File: src/rtl/fpart_pkg.sv
// Shared types and constants for the four-way partition block.
// No dependencies; used by fpart_ctrl and four_way_partition.
package fpart_pkg;

  localparam int unsigned RES_BITS = 16;

  typedef enum logic [1:0] {
    KIND_FRONT = 2'd0,
    KIND_KEEP  = 2'd1,
    KIND_UPPER = 2'd2,
    KIND_TOP   = 2'd3
  } elem_kind_t;

  typedef struct packed {
    logic strobe;
    logic last;
  } emit_t;

endpackage

File: src/rtl/fpart_ram.sv
// Generic single-write, single-read synchronous RAM with registered read data.
// No dependencies.
module fpart_ram #(
  parameter int unsigned WIDTH = 16,
  parameter int unsigned DEPTH = 64
) (
  input  logic                                    clk,
  input  logic                                    we,
  input  logic [((DEPTH > 1) ? $clog2(DEPTH) : 1)-1:0] waddr,
  input  logic [WIDTH-1:0]                        wdata,
  input  logic [((DEPTH > 1) ? $clog2(DEPTH) : 1)-1:0] raddr,
  output logic [WIDTH-1:0]                        rdata
);

  logic [WIDTH-1:0] mem [DEPTH];
  logic [WIDTH-1:0] rdata_r;

  always_ff @(posedge clk) begin
    if (we) begin
      mem[waddr] <= wdata;
    end
    rdata_r <= mem[raddr];
  end

  assign rdata = rdata_r;

endmodule

File: src/rtl/fpart_ctrl.sv
// Load, partition and emit sequencer for the four-way partition block.
// Drives the element RAM (fpart_ram); uses fpart_pkg for kinds and emit word.
module fpart_ctrl #(
  parameter int unsigned MAX_ITEMS  = 64,
  parameter int unsigned VALUE_BITS = 16
) (
  input  logic                        clk,
  input  logic                        rst_n,
  input  logic                        start,
  input  logic [VALUE_BITS-1:0]       in_value,
  input  logic                        in_last,
  output logic                        busy,
  output logic                        ram_we,
  output logic [((MAX_ITEMS > 1) ? $clog2(MAX_ITEMS) : 1)-1:0] ram_waddr,
  output logic [VALUE_BITS-1:0]       ram_wdata,
  output logic [((MAX_ITEMS > 1) ? $clog2(MAX_ITEMS) : 1)-1:0] ram_raddr,
  input  logic [VALUE_BITS-1:0]       ram_rdata,
  output fpart_pkg::emit_t            emit
);
  import fpart_pkg::*;

  localparam int unsigned AW = (MAX_ITEMS > 1) ? $clog2(MAX_ITEMS) : 1;
  localparam int unsigned CW = $clog2(MAX_ITEMS + 1);

  typedef enum logic [2:0] {
    ST_IDLE,
    ST_LOOP,
    ST_EVAL,
    ST_FETCH2,
    ST_WR_S,
    ST_WR_P,
    ST_WR_T,
    ST_EMIT
  } state_t;

  state_t          state_r, state_nxt;
  logic [CW-1:0]   count_r, count_nxt;
  logic [CW-1:0]   low_r, low_nxt;
  logic [CW-1:0]   scan_r, scan_nxt;
  logic [CW-1:0]   upper_r, upper_nxt;
  logic [CW-1:0]   top_r, top_nxt;
  logic [CW-1:0]   eidx_r, eidx_nxt;
  logic [AW-1:0]   sa_r, sa_nxt;
  logic [AW-1:0]   pa_r, pa_nxt;
  logic [AW-1:0]   ta_r, ta_nxt;
  elem_kind_t      kind_r, kind_nxt;
  logic [VALUE_BITS-1:0] a_r, a_nxt;
  logic [VALUE_BITS-1:0] b_r, b_nxt;
  logic [VALUE_BITS-1:0] c_r, c_nxt;
  emit_t           emit_r, emit_nxt;
  logic [CW-1:0]   cnt_inc;
  logic [CW-1:0]   upper_dec;
  logic [CW-1:0]   top_dec;
  elem_kind_t      kind_now;

  assign cnt_inc   = count_r + CW'(1);
  assign upper_dec = upper_r - CW'(1);
  assign top_dec   = top_r - CW'(1);
  assign kind_now  = elem_kind_t'(ram_rdata[1:0]);

  always_comb begin
    state_nxt = state_r;
    count_nxt = count_r;
    low_nxt   = low_r;
    scan_nxt  = scan_r;
    upper_nxt = upper_r;
    top_nxt   = top_r;
    eidx_nxt  = eidx_r;
    sa_nxt    = sa_r;
    pa_nxt    = pa_r;
    ta_nxt    = ta_r;
    kind_nxt  = kind_r;
    a_nxt     = a_r;
    b_nxt     = b_r;
    c_nxt     = c_r;
    emit_nxt  = '0;
    ram_we    = 1'b0;
    ram_waddr = sa_r;
    ram_wdata = a_r;
    ram_raddr = scan_r[AW-1:0];

    unique case (state_r)
      ST_IDLE: begin
        if (start) begin
          ram_we    = 1'b1;
          ram_waddr = count_r[AW-1:0];
          ram_wdata = in_value;
          count_nxt = cnt_inc;
          if (in_last || cnt_inc == CW'(MAX_ITEMS)) begin
            state_nxt = ST_LOOP;
            low_nxt   = '0;
            scan_nxt  = '0;
            upper_nxt = cnt_inc;
            top_nxt   = cnt_inc;
          end
        end
      end
      ST_LOOP: begin
        ram_raddr = scan_r[AW-1:0];
        if (scan_r < upper_r) begin
          sa_nxt    = scan_r[AW-1:0];
          state_nxt = ST_EVAL;
        end else begin
          eidx_nxt  = '0;
          state_nxt = ST_EMIT;
        end
      end
      ST_EVAL: begin
        a_nxt    = ram_rdata;
        kind_nxt = kind_now;
        unique case (kind_now)
          KIND_FRONT: begin
            ram_raddr = low_r[AW-1:0];
            pa_nxt    = low_r[AW-1:0];
            low_nxt   = low_r + CW'(1);
            scan_nxt  = scan_r + CW'(1);
            state_nxt = ST_WR_S;
          end
          KIND_KEEP: begin
            scan_nxt  = scan_r + CW'(1);
            state_nxt = ST_LOOP;
          end
          KIND_UPPER: begin
            ram_raddr = upper_dec[AW-1:0];
            pa_nxt    = upper_dec[AW-1:0];
            upper_nxt = upper_dec;
            state_nxt = ST_WR_S;
          end
          KIND_TOP: begin
            ram_raddr = upper_dec[AW-1:0];
            pa_nxt    = upper_dec[AW-1:0];
            ta_nxt    = top_dec[AW-1:0];
            upper_nxt = upper_dec;
            top_nxt   = top_dec;
            state_nxt = ST_FETCH2;
          end
          default: begin
            state_nxt = ST_LOOP;
          end
        endcase
      end
      ST_FETCH2: begin
        b_nxt     = ram_rdata;
        ram_raddr = ta_r;
        state_nxt = ST_WR_S;
      end
      ST_WR_S: begin
        ram_we    = 1'b1;
        ram_waddr = sa_r;
        ram_wdata = (kind_r == KIND_TOP) ? b_r : ram_rdata;
        c_nxt     = ram_rdata;
        state_nxt = ST_WR_P;
      end
      ST_WR_P: begin
        ram_we    = 1'b1;
        ram_waddr = pa_r;
        ram_wdata = (kind_r == KIND_TOP) ? c_r : a_r;
        state_nxt = (kind_r == KIND_TOP) ? ST_WR_T : ST_LOOP;
      end
      ST_WR_T: begin
        ram_we    = 1'b1;
        ram_waddr = ta_r;
        ram_wdata = a_r;
        state_nxt = ST_LOOP;
      end
      ST_EMIT: begin
        ram_raddr       = eidx_r[AW-1:0];
        emit_nxt.strobe = 1'b1;
        emit_nxt.last   = (eidx_r + CW'(1) == count_r);
        eidx_nxt        = eidx_r + CW'(1);
        if (eidx_r + CW'(1) == count_r) begin
          state_nxt = ST_IDLE;
          count_nxt = '0;
          low_nxt   = '0;
          scan_nxt  = '0;
          upper_nxt = '0;
          top_nxt   = '0;
        end
      end
      default: begin
        state_nxt = ST_IDLE;
      end
    endcase
  end

  always_ff @(posedge clk) begin
    if (!rst_n) begin
      state_r <= ST_IDLE;
      count_r <= '0;
      low_r   <= '0;
      scan_r  <= '0;
      upper_r <= '0;
      top_r   <= '0;
      eidx_r  <= '0;
      emit_r  <= '0;
    end else begin
      state_r <= state_nxt;
      count_r <= count_nxt;
      low_r   <= low_nxt;
      scan_r  <= scan_nxt;
      upper_r <= upper_nxt;
      top_r   <= top_nxt;
      eidx_r  <= eidx_nxt;
      emit_r  <= emit_nxt;
    end
    sa_r   <= sa_nxt;
    pa_r   <= pa_nxt;
    ta_r   <= ta_nxt;
    kind_r <= kind_nxt;
    a_r    <= a_nxt;
    b_r    <= b_nxt;
    c_r    <= c_nxt;
  end

  assign busy = (state_r != ST_IDLE);
  assign emit = emit_r;

endmodule

File: src/rtl/four_way_partition.sv
// Four-way partition top level: element RAM, sequencer and result register.
// Depends on fpart_pkg, fpart_ram and fpart_ctrl.
//
// A block is loaded one word per cycle (start high, busy low); the word with
// in_last set, or the word that fills MAX_ITEMS entries, starts the partition
// and raises busy. Each element then takes one scan pass on the single RAM:
// a read and an evaluation for class 1, plus one extra read and two writes
// for class 0 and class 2, plus two extra reads and three writes for class 3.
// The block is then emitted in stored order at one word per cycle, through the
// RAM read register and the result register, with out_last_res on its final
// word; busy drops in the cycle after the last read is issued. Results are
// shown for one cycle on out_strobe and cannot be held off. Entries are never
// cleared; only data from loaded entries is ever used.
module four_way_partition #(
  parameter int unsigned MAX_ITEMS  = 64,
  parameter int unsigned VALUE_BITS = 16
) (
  input  logic                            clk,
  input  logic                            rst_n,
  input  logic                            start,
  output logic                            busy,
  input  logic [VALUE_BITS-1:0]           in_value,
  input  logic                            in_last,
  output logic                            out_strobe,
  output logic [fpart_pkg::RES_BITS-1:0]  out_value_res,
  output logic                            out_last_res
);
  import fpart_pkg::*;

  localparam int unsigned AW = (MAX_ITEMS > 1) ? $clog2(MAX_ITEMS) : 1;

  logic                  ram_we;
  logic [AW-1:0]         ram_waddr;
  logic [VALUE_BITS-1:0] ram_wdata;
  logic [AW-1:0]         ram_raddr;
  logic [VALUE_BITS-1:0] ram_rdata;
  emit_t                 emit;
  logic                  out_strobe_r;
  logic                  out_last_r;
  logic [RES_BITS-1:0]   out_value_r;

  fpart_ram #(
    .WIDTH (VALUE_BITS),
    .DEPTH (MAX_ITEMS)
  ) u_ram (
    .clk   (clk),
    .we    (ram_we),
    .waddr (ram_waddr),
    .wdata (ram_wdata),
    .raddr (ram_raddr),
    .rdata (ram_rdata)
  );

  fpart_ctrl #(
    .MAX_ITEMS  (MAX_ITEMS),
    .VALUE_BITS (VALUE_BITS)
  ) u_ctrl (
    .clk       (clk),
    .rst_n     (rst_n),
    .start     (start),
    .in_value  (in_value),
    .in_last   (in_last),
    .busy      (busy),
    .ram_we    (ram_we),
    .ram_waddr (ram_waddr),
    .ram_wdata (ram_wdata),
    .ram_raddr (ram_raddr),
    .ram_rdata (ram_rdata),
    .emit      (emit)
  );

  always_ff @(posedge clk) begin
    if (!rst_n) begin
      out_strobe_r <= 1'b0;
      out_last_r   <= 1'b0;
    end else begin
      out_strobe_r <= emit.strobe;
      out_last_r   <= emit.strobe & emit.last;
    end
    out_value_r <= RES_BITS'(ram_rdata);
  end

  assign out_strobe    = out_strobe_r;
  assign out_value_res = out_value_r;
  assign out_last_res  = out_last_r;

  a_last_has_strobe: assert property (@(posedge clk) disable iff (!rst_n)
    out_last_res |-> out_strobe)
    else $error("last marker without result strobe");

  a_gap_after_block: assert property (@(posedge clk) disable iff (!rst_n)
    (out_strobe && out_last_res) |=> !out_strobe)
    else $error("result word directly after end of block");

  a_last_starts_pass: assert property (@(posedge clk) disable iff (!rst_n)
    (start && !busy && in_last) |=> busy)
    else $error("final word did not start the partition");

  a_strobe_from_emit: assert property (@(posedge clk) disable iff (!rst_n)
    out_strobe |-> $past(busy, 2))
    else $error("result word without an emit read");

endmodule

File: config.mk
export PLATFORM = sky130hd
export DESIGN_NAME = four_way_partition
export DESIGN_NICKNAME = d
export VERILOG_FILES = /design/src/rtl/fpart_pkg.sv /design/src/rtl/fpart_ram.sv /design/src/rtl/fpart_ctrl.sv /design/src/rtl/four_way_partition.sv
export SDC_FILE = /design/constraint.sdc
export NUM_CORES = 2
export LEC_CHECK = 0
export BUFFER_PORTS_ARGS = -buffer_cell sky130_fd_sc_hd__buf_4
export CELL_PAD_IN_SITES_DETAIL_PLACEMENT = 1
export CELL_PAD_IN_SITES_GLOBAL_PLACEMENT = 1
export CORE_MARGIN = 10
export CORE_UTILIZATION = 54
export CTS_BUF_LIST = sky130_fd_sc_hd__clkbuf_8 sky130_fd_sc_hd__clkbuf_16
export DETAILED_ROUTE_END_ITERATION = 12
export PLACE_DENSITY_LB_ADDON = 0.08
export SLEW_MARGIN = 30
export SYNTH_ARGS = -nofsm -noshare
export SYNTH_HDL_FRONTEND = slang
export SYNTH_SLANG_ARGS = --single-unit
File: constraint.sdc
create_clock -name clk -period 4.8 [get_ports clk]
set_input_delay 0.96 -clock clk [delete_from_list [all_inputs] [get_ports clk]]
set_output_delay 0.96 -clock clk [all_outputs]
set_load 0.05 [all_outputs]
==> flow_metrics.py <==
metrics = {
    "run_status": {
        "status": "finished clean",
    },
    "worst_hold_path": {
        "hp-class": "flip-flop to flip-flop",
    },
    "global_route": {
        "grt.met1_usage_pct": 37.2,
        "first_global_vias": 29400,
        "grt_first_pass_wirelength_microns": 200000,
        "use_met3_pct": 4.22,
        "grt_most_used_layer": "met2",
        "grt_max_degree": 68,
        "grt.overflow.total": 0,
        "antenna_found_initial": 1,
        "use_met2_pct": 43.6,
        "grt_usage_pct": 27.1,
    },
    "place": {
        "gp_congestion": 0.888,
        "dp_cells": 4346,
        "io_buffers": 38,
        "dpl.hpwl_microns": 84900,
        "post-place-ws_ns": 0.519,
    },
    "synth": {
        "synthDominantCellAreaShare_pct": 69.3,
        "synth-seq-area-share_pct": 72.6,
        "netlist_top_cells_count": "edfxtp_1, mux2i_1, nand2_1",
        "yosys.area.top_type": "edfxtp_1",
        "synthTopCellsByArea": "edfxtp_1, mux2i_1, dfxtp_1",
        "syn_area_sq_mm": 0.0473,
        "synth_nets": 3181,
        "yosysWarnings": 0,
        "ys_dominant_reg_cell": "edfxtp_1",
        "ys_types": 67,
        "synth.most_common_cell": "edfxtp_1",
        "ys_ff_latch": 1169,
        "avgSynthCellArea_sq_um": 15.0,
        "netlist_instances": 3149,
        "synth_edf_count": 1090,
        "async_flop_share_pct": 0,
    },
    "pwr": {
        "power.switching_uw": 12600,
        "p_clk_share_pct": 26.0,
        "seqPwrFrac_pct": 40.7,
        "swShare_pct": 36.0,
        "power_density_mw_per_mm2": 651,
        "power.leakage_uw": 0.0176,
        "combPwrFrac_pct": 33.3,
        "peakVddDrop_mv": 1.01,
        "p_int_uw": 22400,
    },
    "timing": {
        "fin_skew_ns": 0.0452,
        "hold_viol_final": 0,
        "worst_slew_pin_slew_ns": 1.03,
        "period_minus_slack_ns": 4.46,
        "fin_crit_sh_pct": 92.8,
        "setup_viol": 0,
        "rsz0062_at_grt": "no",
        "fin_tns_setup_ns": 0,
        "fmax_ghz": 0.224,
        "slew_headroom_pct": 31.3,
        "setup_slack_ns": 0.345,
        "slew_viol_final": 0,
    },
    "critical_path": {
        "worstPathArrival_ns": 5.09,
        "cp_common_cell": "mux2i_1",
        "start_kind": "flip-flop",
        "cp_max_fo": 28,
        "rr_endpoint": "u_ram.rdata[5]$_DFF_P_",
        "r2r_slack_ns": 0.34,
        "cp.depth": 10,
        "crit_end": "u_ram.rdata[5]$_DFF_P_",
        "critPathLaunch": "u_ctrl.state_r[1]$_SDFFE_PN0P_",
        "endpoint_kind": "flip-flop",
        "critical-path-max-stage-delay_ns": 0.69,
        "reg2reg_from": "u_ctrl.state_r[1]$_SDFFE_PN0P_",
        "cp_slowest_cell": "nor4_1",
        "ff2ff_path_depth": 10,
        "critical_path.top_delay_family": "simple AND/OR/NAND/NOR gates",
        "crit_chain": "clkinv_1 -> o311a_1 -> or3_4 -> buf_12 -> buf_4 -> mux2i_1 -> mux2i_1 -> o22ai_1 -> nor4_1 -> a22o_1",
        "worst-setup-path-type": "flip-flop to flip-flop",
        "critical_path_required_ns": 5.44,
        "worst-path-buf-inv": 3,
    },
    "drt": {
        "first_pass_iters": 6,
        "ant_nets": 0,
        "wl_microns": 137000,
        "dr.first_iter.drc_count": 3579,
        "drcViolationCount": 0,
        "num_vias": 28800,
        "routedWlPerCell_microns": 29.9,
        "vias_per_cell": 6.32,
    },
    "floorplanning": {
        "num_rows": 108,
        "core_sq_mm": 0.0868,
        "die-area_sq_mm": 0.0997,
        "start_util_pct": 54.5,
        "die_w_microns": 316,
        "num_io_pins": 39,
        "die_h_microns": 316,
    },
    "layout": {
        "final_cells": 4565,
        "syn_to_final_growth_pct": 13.8,
        "fillers": 7912,
        "layout-drive-gt1-share_pct": 13.3,
        "num-nets-final": 3342,
    },
    "clock_network": {
        "numCtsBuffers": 117,
        "htreeDepth": 3,
        "cts_buffer_depth": 3,
        "clk_pin_slew_ns": 0.06,
        "cts_num_sinks": 1169,
        "ctsResizeCount": 0,
        "cts_root_buf": "clkbuf_16",
        "cts_setup_buffers": 0,
        "insertion_delay_ns": 0.72,
        "cts_hold_buf": 0,
        "tritoncts": "done",
    },
    "job": {
        "drv_cap": 0,
    },
}
[routing by layer]
layer  up-vias  routed length [microns]
met1     15000                    56800
met4         0                     5150
met2      1174                    65400
met5         -                        0
met3       250                     9380
li1      12500                        -
[flip-flops by register name, summed over array words and instances, names as in the netlist]
register        cells
u_ctrl.a_r         16
u_ram.mem        1024
u_ctrl.state_r      3
u_ctrl.count_r      7
u_ctrl.sa_r         6
out_value_res      16
u_ctrl.upper_r      7
u_ctrl.top_r        6
u_ctrl.low_r        6
u_ctrl.scan_r       7
u_ctrl.emit         2
u_ctrl.eidx_r       7
out_last_res        1
u_ctrl.b_r         16
u_ctrl.c_r         16
u_ram.rdata        16
u_ctrl.ta_r         6
u_ctrl.pa_r         6
out_strobe          1
[area by class of cell]
| class | instances | area [sq um] | area share [%] |
|---|---|---|---|
| diodes | 1 | 2.50 | 0.00465 |
| clock buffers | 127 | 3090 | 5.74 |
| well taps | 1155 | 1450 | 2.69 |
| flip-flops and latches | 1169 | 34300 | 63.8 |
| multi-input cells | 1770 | 12000 | 22.4 |
| clock inverters | 91 | 759 | 1.41 |
| inverters | 21 | 78.8 | 0.147 |
| repair buffers | 231 | 2040 | 3.79 |
[worst min-delay path by stage]
| stage | depth (start not counted) | startpoint | end |
|---|---|---|---|
| floorplan | 0 | u_ram.rdata[10]$_DFF_P_ | out_value_res[10]$_DFF_P_ |
| global placement | 1 | u_ctrl.emit[1]$_SDFF_PN0_ | out_strobe$_SDFF_PN0_ |
| detailed placement | 1 | u_ctrl.emit[0]$_SDFF_PN0_ | out_last_res$_SDFF_PN0_ |
| CTS | 1 | u_ctrl.emit[0]$_SDFF_PN0_ | out_last_res$_SDFF_PN0_ |
| global route | 0 | u_ram.rdata[6]$_DFF_P_ | out_value_res[6]$_DFF_P_ |
| finish | 1 | u_ctrl.emit[0]$_SDFF_PN0_ | out_last_res$_SDFF_PN0_ |
[power groups by stage]
stage               clock, uW  sequential (uW)  combinational, uW
CTS                      9220            14200              11500
finish                   9090            14300              11700
detailed placement          0            14400              11400
floorplan                   0            14500               6090
global route             9640            14300              12200
global placement            0            14400              11000
[worst register-to-register path, stage by stage (launching register included)]
cell      delay (ns)
dfxtp_1         0.68
clkinv_1        0.42
o311a_1         0.59
or3_4           0.64
buf_12          0.27
buf_4           0.28
mux2i_1         0.16
mux2i_1         0.22
o22ai_1         0.22
nor4_1          0.69
a22o_1          0.24
[placed cells by master, fill, tap and decap left out, drive strengths merged, types with 10 or more instances in the layout]
master	netlist	layout
a211oi	22	22
a22o	36	36
inv	20	46
a221o	16	16
dfxtp	79	79
nor2	122	122
nor4	33	33
ha	12	12
edfxtp	1090	1090
mux2	16	16
o22ai	82	82
mux2i	485	485
a22oi	10	10
o31a	18	18
a41oi	16	16
clkbuf	114	127
nand2	398	398
nand3	224	224
nor3	18	18
a311oi	36	36
bufinv	0	13
a21oi	65	65
xor2	11	11
xnor2	14	14
o21ai	35	35
clkinv	1	50
buf	75	230
[stage by stage]
step	util [%]	cell area, sq um	total power [uW]	hold slack, ns
3_3_place_gp	57.5	49900	25400	0.433
6_report	62.0	53800	35000	0.463
2_1_floorplan	-	47300	20600	0.365
5_1_grt	62.0	53800	36100	0.467
4_1_cts	62.0	53800	35000	0.466
3_5_place_dp	57.5	49900	25900	0.451
[cell families (layout without fill, tap and decap cells)]
group	after synthesis	count (layout)	share of synthesized area (%)
DFF	1169	1169	72.6
and+or+nand+nor	849	849	7.91
muxes	501	501	10.7
adders and majority gates	12	12	0.318
other	0	1	0
AOI/OAI and AO/OA	382	382	5.79
xor gates and xnor gates	26	26	0.511
buffers and inverters	210	470	2.20
(Power assumes the default switching activity.)
